[config.mk]
export PLATFORM = sky130hd
export DESIGN_NAME = retransmit_timeout_tracker
export DESIGN_NICKNAME = d
export VERILOG_FILES = /design/src/hdl/rtt_pkg.sv /design/src/hdl/rtt_cell.sv /design/src/hdl/retransmit_timeout_tracker.sv
export VERILOG_INCLUDE_DIRS = /design/src /design/src/hdl
export SDC_FILE = /design/constraint.sdc
export NUM_CORES = 2
export LEC_CHECK = 0
export ABC_AREA = 1
export BUFFER_PORTS_ARGS = -buffer_cell sky130_fd_sc_hd__buf_2
export CAP_MARGIN = 10
export CORE_ASPECT_RATIO = 1.2
export CORE_MARGIN = 2
export CORE_UTILIZATION = 30
export DETAILED_ROUTE_END_ITERATION = 8
export RECOVER_POWER = 100
export SYNTH_ARGS = -nofsm -noshare
export SYNTH_HDL_FRONTEND = slang
export SYNTH_SLANG_ARGS = --single-unit
[constraint.sdc]
create_clock -name clk -period 5.24 [get_ports clk]
set_input_delay 0.524 -clock clk [delete_from_list [all_inputs] [get_ports clk]]
set_output_delay 0.524 -clock clk [all_outputs]
set_load 0.005 [all_outputs]
[src/hdl/retransmit_timeout_tracker_defines.svh]
// Assertion macros shared by the retransmit timeout tracker RTL.
`ifndef RETRANSMIT_TIMEOUT_TRACKER_DEFINES_SVH
`define RETRANSMIT_TIMEOUT_TRACKER_DEFINES_SVH

// Same-cycle implication, sampled on clk, off while arst_n is low.
`define RTT_ASSERT_IMP(lbl, ante, cons, msg) \
	lbl: assert property (@(posedge clk) disable iff (!arst_n) (ante) |-> (cons)) \
		else $error(msg);

// Next-cycle implication, sampled on clk, off while arst_n is low.
`define RTT_ASSERT_NXT(lbl, ante, cons, msg) \
	lbl: assert property (@(posedge clk) disable iff (!arst_n) (ante) |=> (cons)) \
		else $error(msg);

`endif

[src/hdl/rtt_pkg.sv]
// Types, constants and codes for the retransmit timeout tracker.
package rtt_pkg;

	localparam int SLOTS      = 8;
	localparam int IDX_W      = (SLOTS > 1) ? $clog2(SLOTS) : 1;
	localparam int ID_W       = 16;
	localparam int AGE_W      = 16;
	localparam int RETRY_W    = 8;
	localparam int CFG_IDX_W  = 1;
	localparam int CFG_DATA_W = 16;

	// Register indexes on the configuration port
	localparam logic [CFG_IDX_W-1:0] REG_RETRY_LIMIT     = 1'd0;
	localparam logic [CFG_IDX_W-1:0] REG_CONFIRM_TIMEOUT = 1'd1;

	localparam logic [RETRY_W-1:0] RETRY_LIMIT_RST     = 8'd3;
	localparam logic [AGE_W-1:0]   CONFIRM_TIMEOUT_RST = 16'd250;

	typedef enum logic [1:0] {
		OP_SEND    = 2'd0,
		OP_CONFIRM = 2'd1,
		OP_TICK    = 2'd2
	} op_t;

	typedef enum logic [2:0] {
		KIND_ASSIGNED = 3'd0,
		KIND_FULL     = 3'd1,
		KIND_MATCHED  = 3'd2,
		KIND_UNKNOWN  = 3'd3,
		KIND_RESEND   = 3'd4,
		KIND_DROPPED  = 3'd5
	} kind_t;

	// Configuration seen by every cell
	typedef struct packed {
		logic [RETRY_W-1:0] limit;
		logic [AGE_W-1:0]   timeout;
	} cfg_t;

	// Request token that walks the chain, collecting what the cells report
	typedef struct packed {
		logic             v;
		op_t              op;
		logic [ID_W-1:0]  id;
		logic             hit;
		logic             stale_f;
		logic [IDX_W-1:0] stale_idx;
		logic             free_f;
		logic [IDX_W-1:0] free_idx;
	} tok_t;

	// Expiry event raised by a cell during a tick
	typedef struct packed {
		logic            v;
		kind_t           kind;
		logic [ID_W-1:0] id;
	} ev_t;

	// Slot fill from the controller
	typedef struct packed {
		logic            en;
		logic [ID_W-1:0] id;
	} wr_t;

endpackage

[src/hdl/rtt_cell.sv]
// One table slot of the tracker with its stage of the request chain.
module rtt_cell (
	input  logic                      clk,
	input  logic                      arst_n,
	input  logic [rtt_pkg::IDX_W-1:0] idx,
	input  logic                      adv,
	input  rtt_pkg::cfg_t             cfg,
	input  rtt_pkg::wr_t              wr,
	input  rtt_pkg::tok_t             tok_in,
	output rtt_pkg::tok_t             tok_out,
	output rtt_pkg::ev_t              ev
);
	import rtt_pkg::*;

	logic               valid_q;
	logic [ID_W-1:0]    id_q;
	logic [AGE_W-1:0]   age_q;
	logic [RETRY_W-1:0] retries_q;
	tok_t               tok_q;

	logic [AGE_W-1:0]   age_inc;
	logic [RETRY_W-1:0] retries_inc;
	logic               expired;
	logic               out_of_retries;
	logic               id_hit;
	logic               step;

	// Slot evaluation against the request held in this stage
	always_comb begin
		age_inc        = (age_q == '1) ? age_q : age_q + 1'b1;
		retries_inc    = (retries_q == '1) ? retries_q : retries_q + 1'b1;
		expired        = (age_inc >= cfg.timeout);
		out_of_retries = (retries_q >= cfg.limit);
		id_hit         = valid_q && (id_q == tok_q.id);
		step           = adv && tok_q.v;
		tok_out        = tok_q;
		ev             = '0;
		if (tok_q.v) begin
			case (tok_q.op)
				OP_SEND: begin
					if (id_hit && !tok_q.stale_f) begin
						tok_out.stale_f   = 1'b1;
						tok_out.stale_idx = idx;
					end
					if (!valid_q && !tok_q.free_f) begin
						tok_out.free_f   = 1'b1;
						tok_out.free_idx = idx;
					end
				end
				OP_CONFIRM: begin
					if (id_hit) tok_out.hit = 1'b1;
				end
				OP_TICK: begin
					if (valid_q && expired) begin
						ev.v    = 1'b1;
						ev.kind = out_of_retries ? KIND_DROPPED : KIND_RESEND;
						ev.id   = id_q;
					end
				end
				default: ;
			endcase
		end
	end

	// Chain stage and slot occupancy
	always_ff @(posedge clk or negedge arst_n) begin
		if (!arst_n) begin
			tok_q   <= '0;
			valid_q <= 1'b0;
		end else begin
			if (adv) tok_q <= tok_in;
			if (wr.en) begin
				valid_q <= 1'b1;
			end else if (step) begin
				case (tok_q.op)
					OP_CONFIRM: if (id_hit) valid_q <= 1'b0;
					OP_TICK:    if (valid_q && expired && out_of_retries) valid_q <= 1'b0;
					default: ;
				endcase
			end
		end
	end

	// Slot payload: id, age, retry count
	always_ff @(posedge clk) begin
		if (wr.en) begin
			id_q      <= wr.id;
			age_q     <= '0;
			retries_q <= '0;
		end else if (step && valid_q && (tok_q.op == OP_TICK)) begin
			if (!expired) begin
				age_q <= age_inc;
			end else if (!out_of_retries) begin
				age_q     <= '0;
				retries_q <= retries_inc;
			end
		end
	end

endmodule

[src/hdl/retransmit_timeout_tracker.sv]
// A request walks the chain of SLOTS cells at one cell per cycle while the chain is not held,
// then is finished. Send and confirm results pass the finish register and then the output
// register; each tick result is held until the next expiry or the chain end, where the last
// one is sent. A new request is accepted only once the previous one has finished (in_stall high).
// Reset (arst_n low, asynchronous): all slots free, next id 0, retry limit 3, timeout 250.
`include "retransmit_timeout_tracker_defines.svh"
module retransmit_timeout_tracker (
	input  logic                           clk,
	input  logic                           arst_n,
	input  logic                           in_valid,
	output logic                           in_stall,
	input  logic [1:0]                     opcode,
	input  logic [rtt_pkg::ID_W-1:0]       confirm_id,
	output logic                           out_valid,
	input  logic                           out_stall,
	output logic [2:0]                     kind,
	output logic [rtt_pkg::ID_W-1:0]       msg_id,
	output logic                           last,
	input  logic                           cfg_valid,
	output logic                           cfg_ready,
	input  logic [rtt_pkg::CFG_IDX_W-1:0]  cfg_index,
	input  logic [rtt_pkg::CFG_DATA_W-1:0] cfg_data
);
	import rtt_pkg::*;

	typedef struct packed {
		kind_t           kind;
		logic [ID_W-1:0] id;
		logic            last;
	} res_t;

	cfg_t            cfg_q;
	logic            busy_q;
	logic [ID_W-1:0] next_id_q;
	tok_t            fin_q;
	logic            pend_v_q;
	ev_t             pend_q;
	logic            out_v_q;
	res_t            out_q;

	tok_t             tok_c [SLOTS+1];
	ev_t              ev_c  [SLOTS];
	wr_t              wr_c  [SLOTS];
	logic [SLOTS-1:0] ev_v_vec;
	logic [SLOTS-1:0] tok_v_vec;
	ev_t              ev_any;

	logic             accept;
	logic             out_busy;
	logic             adv;
	logic             fin_go;
	logic             out_load;
	res_t             out_nxt;
	logic             pend_clr;
	logic             wr_go;
	logic [IDX_W-1:0] wr_idx;

	assign cfg_ready = 1'b1;
	assign accept    = in_valid && !busy_q;
	assign in_stall  = busy_q;
	assign out_busy  = out_v_q && out_stall;
	assign out_valid = out_v_q;
	assign kind      = out_q.kind;
	assign msg_id    = out_q.id;
	assign last      = out_q.last;

	// Configuration registers
	always_ff @(posedge clk or negedge arst_n) begin
		if (!arst_n) begin
			cfg_q.limit   <= RETRY_LIMIT_RST;
			cfg_q.timeout <= CONFIRM_TIMEOUT_RST;
		end else if (cfg_valid && cfg_ready) begin
			case (cfg_index)
				REG_RETRY_LIMIT:     cfg_q.limit   <= cfg_data[RETRY_W-1:0];
				REG_CONFIRM_TIMEOUT: cfg_q.timeout <= cfg_data[AGE_W-1:0];
				default: ;
			endcase
		end
	end

	// Request token entering the chain
	always_comb begin
		tok_c[0]    = '0;
		tok_c[0].v  = accept;
		tok_c[0].op = op_t'(opcode);
		tok_c[0].id = (op_t'(opcode) == OP_SEND) ? next_id_q : confirm_id;
	end

	// Row of slot cells
	for (genvar g = 0; g < SLOTS; g++) begin : g_cell
		assign wr_c[g].en    = wr_go && (wr_idx == IDX_W'(g));
		assign wr_c[g].id    = next_id_q;
		assign ev_v_vec[g]   = ev_c[g].v;
		assign tok_v_vec[g]  = tok_c[g+1].v;

		rtt_cell u_cell (
			.clk     (clk),
			.arst_n  (arst_n),
			.idx     (IDX_W'(g)),
			.adv     (adv),
			.cfg     (cfg_q),
			.wr      (wr_c[g]),
			.tok_in  (tok_c[g]),
			.tok_out (tok_c[g+1]),
			.ev      (ev_c[g])
		);
	end

	// At most one cell raises an event, so an OR merges them
	always_comb begin
		ev_any = '0;
		for (int i = 0; i < SLOTS; i++) ev_any = ev_any | ev_c[i];
	end

	// Chain holds when a result has nowhere to go
	assign adv    = !((ev_any.v && pend_v_q && out_busy) || (fin_q.v && out_busy));
	assign fin_go = fin_q.v && !out_busy;

	// Result routing and finishing the request
	always_comb begin
		out_load = 1'b0;
		out_nxt  = '0;
		pend_clr = 1'b0;
		wr_go    = 1'b0;
		wr_idx   = fin_q.stale_f ? fin_q.stale_idx : fin_q.free_idx;
		if (adv && ev_any.v && pend_v_q) begin
			out_load     = 1'b1;
			out_nxt.kind = pend_q.kind;
			out_nxt.id   = pend_q.id;
		end
		if (fin_go) begin
			case (fin_q.op)
				OP_SEND: begin
					out_load     = 1'b1;
					out_nxt.id   = next_id_q;
					out_nxt.last = 1'b1;
					wr_go        = fin_q.stale_f || fin_q.free_f;
					out_nxt.kind = wr_go ? KIND_ASSIGNED : KIND_FULL;
				end
				OP_CONFIRM: begin
					out_load     = 1'b1;
					out_nxt.id   = fin_q.id;
					out_nxt.last = 1'b1;
					out_nxt.kind = fin_q.hit ? KIND_MATCHED : KIND_UNKNOWN;
				end
				OP_TICK: begin
					if (pend_v_q) begin
						out_load     = 1'b1;
						out_nxt.kind = pend_q.kind;
						out_nxt.id   = pend_q.id;
						out_nxt.last = 1'b1;
						pend_clr     = 1'b1;
					end
				end
				default: ;
			endcase
		end
	end

	// Control state
	always_ff @(posedge clk or negedge arst_n) begin
		if (!arst_n) begin
			busy_q    <= 1'b0;
			next_id_q <= '0;
			fin_q     <= '0;
			pend_v_q  <= 1'b0;
			out_v_q   <= 1'b0;
		end else begin
			if (accept) busy_q <= 1'b1;
			else if (fin_go) busy_q <= 1'b0;
			if (wr_go) next_id_q <= next_id_q + 1'b1;
			if (adv) fin_q <= tok_c[SLOTS];
			if (adv && ev_any.v) pend_v_q <= 1'b1;
			else if (pend_clr) pend_v_q <= 1'b0;
			if (out_load) out_v_q <= 1'b1;
			else if (!out_stall) out_v_q <= 1'b0;
		end
	end

	// Held event and output payload
	always_ff @(posedge clk) begin
		if (adv && ev_any.v) pend_q <= ev_any;
		if (out_load) out_q <= out_nxt;
	end

	`RTT_ASSERT_IMP(a_one_event, 1'b1, $onehot0(ev_v_vec), "two cells raised an event")
	`RTT_ASSERT_IMP(a_one_token, 1'b1, $onehot0({tok_v_vec, fin_q.v}), "more than one request in the chain")
	`RTT_ASSERT_IMP(a_accept_empty, accept, (tok_v_vec == '0) && !fin_q.v && !pend_v_q, "request accepted while chain busy")
	`RTT_ASSERT_NXT(a_busy_after_accept, accept, busy_q, "busy not set after accept")
	`RTT_ASSERT_IMP(a_pend_busy, pend_v_q, busy_q && (fin_q.op == OP_TICK || !fin_q.v), "held event outside a tick")

endmodule

==> results by group <==
Floorplan
  – Top Ports: 63
  – Starting Density: 30.13%
  – Die W: 317.7 um
  – # rows: 138
  – Core ar.: 0.1176 mm^2
  – Die footprint: 0.1209 mm^2
  – Die height: around 380 um

Power
  – VDD IR-drop max: 232.2 uV
  – Leakage power: 17.80 nW
  – Power per cell area: 417.4 mW/mm^2

Logic synthesis
  – Yosys reg bits: 638
  – Largest family of logic cells by synthesized area: simple AND/OR/NAND/NOR gates
  – Synth Cell Area: about 0.035 mm^2
  – Asr flop ratio synth: a little over two fifths
  – Netlist cell types: 60
  – Gate Count Post-Synth: roughly 4,400
  – Synth area leader: dfrtp_1
  – Top FF cell, synth: dfrtp_1
  – Syn Nets: 4,651
  – Adder-Cell Fraction of Synth Area: 8.230%
  – Synth Area in Compound Gates: between 10% and 20%
  – Yosys top cell area share: ~19%
  – Simple-gate share of the synthesized area: around 22%
  – EDFF count, synth: roughly 170
  – Synth Area per Inst: 8.091 um^2
  – Mux cell area share after synthesis: 0.03179%
  – Synth top area cells: dfrtp_1 19%, edfxtp_1 14%, dfxtp_1 11%, nand2_1 9.8%, ha_1 8.2%
  – Syn. warnings: 0
  – Sequential element share of the synthesized area: 44.73%
  – Post-Synth XOR/XNOR Area: under 10%

Final layout
  – Non-filler cells, final: approximately 6,100
  – Nets: between 4,000 and 5,000
  – Layout overhead on the synthesized area: 14.19%
  – Share of cells above drive strength 1: 6.664%
  – # diodes: 0

STA
  – Clock skew: 41.53 ps
  – Fmax: about 0.21 GHz
  – RSZ-0062 raised after global routing: no
  – Slew @ Worst Pin: approximately 3000 ps
  – Period utilization: 92.89%
  – Setup TNS: 0 ps
  – Min cycle time layout: 4867 ps
  – Setup violations, final: 0
  – Final Hold Viols: 0
  – Count of pins over their slew limit: 231
  – Max_slew headroom: -99.64%

Outcome
  – Failing checks: capacitance limit, slew limit
  – Status: finished with violations

Routing
  – Remaining DRCs: 0
  – DRT Pass-1 Iters: 6
  – Vias: 30,440
  – Wire per inst: between 15 and 20 um
  – Routed wire length: 106,300 um
  – Via/cell ratio: ~5.0
  – Initial DRC count: 2,596
  – Final ANT Viol Nets: 0

Global routing
  – Global-route wire length before repair: approximately 170,000 um
  – Number of global-route vias before repair: ~29,000
  – Initial antenna violation count: 1
  – Remaining Overflow, GRT: 0
  – Pin count of the biggest net entering global routing: 107
  – Global-route total usage across every layer: 17.24%

Setup path
  – Crit Path Max Fanout: 24
  – Worst path arrival time: 5380 ps
  – Crit. End Element: flip-flop
  – Critical Path Most Common Cell: nand2_1
  – Worst R2R Start: g_cell[2].u_cell.age_q[0]
  – CP max stage delay: 370 ps
  – Worst flop-to-flop path endpoint: g_cell[6].u_cell.age_q[2]
  – R2R depth: 29
  – Slowest cell on crit path: dfxtp_1
  – Crit path required time: 5750 ps
  – Critical setup path kind: reg -> reg
  – Setup slack, reg-to-reg: 370 ps
  – CP startpoint kind: flip-flop

Worst hold path
  – Hold path start: cfg_data[15]
  – Worst hold endpoint: cfg_q[15]
  – Hold depth: 3
  – Worst hold path class: in -> reg

CTS
  – Clock insertion delay at the later pin of the skew report: 670 ps
  – Max H-tree Level: 3
  – Clk buf depth: 3
  – Clock sink count: ~640
  – Worst-path clk slew: 60 ps
  – CTS tree: done
  – Root Buffer: clkbuf_16
  – CTS buffer count: 74

Placement
  – Input/output buffers: 61
  – Dpl hpwl: ~76,000 um
  – Placed insts: approximately 5,900
  – Routability Congestion: 0.8775

Flow run
  – Max Cap Viol: 7
## synth_stat cells, drive strengths merged (4+ instances only)
master,count
nand2,933
inv,572
nor2,364
o21ai,341
a21oi,304
dfrtp,272
nand3,234
ha,233
dfxtp,192
edfxtp,166
xor2,136
nand4,115
nor3,89
clkbuf,67
buf,65
xnor2,43
nor4,33
a221oi,30
a31oi,30
o22ai,23
o2111ai,22
o211ai,21
o21a,17
or2,14
o21bai,10
dfstp,8
a211oi,6
nand3b,5
o221ai,5
nor3b,4
## critical path, delay by kind of cell (launching register included)
family | cells | cell delay (ps)
AND/OR/NAND/NOR | 17 | 2380
flip-flops | 1 | 370
XOR/XNOR | 1 | 270
buffers and inverters | 6 | 720
adder cells (fa/ha/maj) | 2 | 500
AO/OA/AOI/OAI | 3 | 480
## where the power goes
group	total (mW)	switching [mW]	leakage (nW)	internal (mW)
Sequential	6.91	0.822	6.36	6.09
Clock	5.45	2.27	1.25	3.18
Combinational	4.52	2.93	10.2	1.59
## registers in the layout (all words and copies together) (netlist names)
name                     flops
cfg_q                       24
fin_q                       28
g_cell.u_cell.age_q        128
g_cell.u_cell.id_q         128
g_cell.u_cell.retries_q     64
g_cell.u_cell.tok_out      152
g_cell.u_cell.tok_q         49
g_cell.u_cell.valid_q        8
in_stall                     1
kind                         3
last                         1
msg_id                      16
next_id_q                   16
out_valid                    1
pend_q                      18
pend_v_q                     1
## placed cells by master (no fill, tap or decap), types with 46 or more instances in the layout
cell,count
nand2_1,922
buf_4,62
nand4_1,114
inv_1,568
ha_1,233
nand3_1,230
dfxtp_1,192
clkbuf_16,74
dfrtp_1,272
nor2_1,353
edfxtp_1,166
xor2_1,136
buf_2,46
nor3_1,87
a21oi_1,302
o21ai_0,309
## worst max path at each step
| stage | to | slack [ps] | start | depth (start not counted) |
|---|---|---|---|---|
| 4_1_cts | g_cell[6].u_cell.retries_q[1] | 260 | g_cell[2].u_cell.age_q[0] | 27 |
| 3_5_place_dp | g_cell[6].u_cell.retries_q[1] | 260 | g_cell[2].u_cell.age_q[0] | 27 |
| 6_report | g_cell[6].u_cell.age_q[2] | 370 | g_cell[2].u_cell.age_q[0] | 29 |
| 5_1_grt | g_cell[7].u_cell.age_q[6] | 10 | g_cell[2].u_cell.age_q[0] | 28 |
| 2_1_floorplan | pend_q[0] | 800 | g_cell[0].u_cell.age_q[0] | 31 |
| 3_3_place_gp | g_cell[6].u_cell.retries_q[1] | 350 | g_cell[2].u_cell.age_q[0] | 27 |
## through the flow
stage / cell area (um^2) / worst slack [ps] / hold slack (ps) / total power, mW / utilization, %
floorplan: 35420 / 804.1 / 228.4 / 9.943 / -
global placement: 37880 / 351.2 / 448.8 / 11.39 / 32.21
detailed placement: 37880 / 262.7 / 453.0 / 11.50 / 32.21
CTS: 40450 / 258.3 / 90.75 / 16.99 / 34.40
global route: 40450 / 10.16 / 104.1 / 17.99 / 34.40
finish: 40450 / 372.8 / 117.5 / 16.88 / 34.40
## what timing repair did
item | in CTS | in global routing
setup buffers | 0 | 6
hold buffers | 1 | 0
setup endpoints to repair | 0 | 214
endpoints found under the hold margin | 47 | 0
gates resized for setup | 0 | 7
## cells by family after synthesis
| group | count (synthesis) |
|---|---|
| adder cells (fa/ha/maj) | 233 |
| other | 1 |
| XOR/XNOR | 179 |
| flip-flops | 638 |
| buffers and inverters | 704 |
| AND/OR/NAND/NOR | 1797 |
| multiplexers | 1 |
| AO/OA/AOI/OAI | 825 |
## layer usage
layer	vias to the layer above	part of all wire (%)	global-route usage [%]
met2	883	48	29.76
met4	0	3.7	6.305
met5	-	0	0
li1	14860	-	-
met3	186	5.2	2.145
met1	14510	43	22.03
## cell type report
type / count / area, um^2
clock buffer: 106 / 2102
clock inverter: 31 / 459.2
fill: 12220 / 77140
inverter: 572 / 2147
multi-input combinational: 3037 / 16890
sequential: 638 / 15850
tap: 1540 / 1927
timing repair buffer: 148 / 1079
Note: power is estimated with default switching activity, not from simulation.
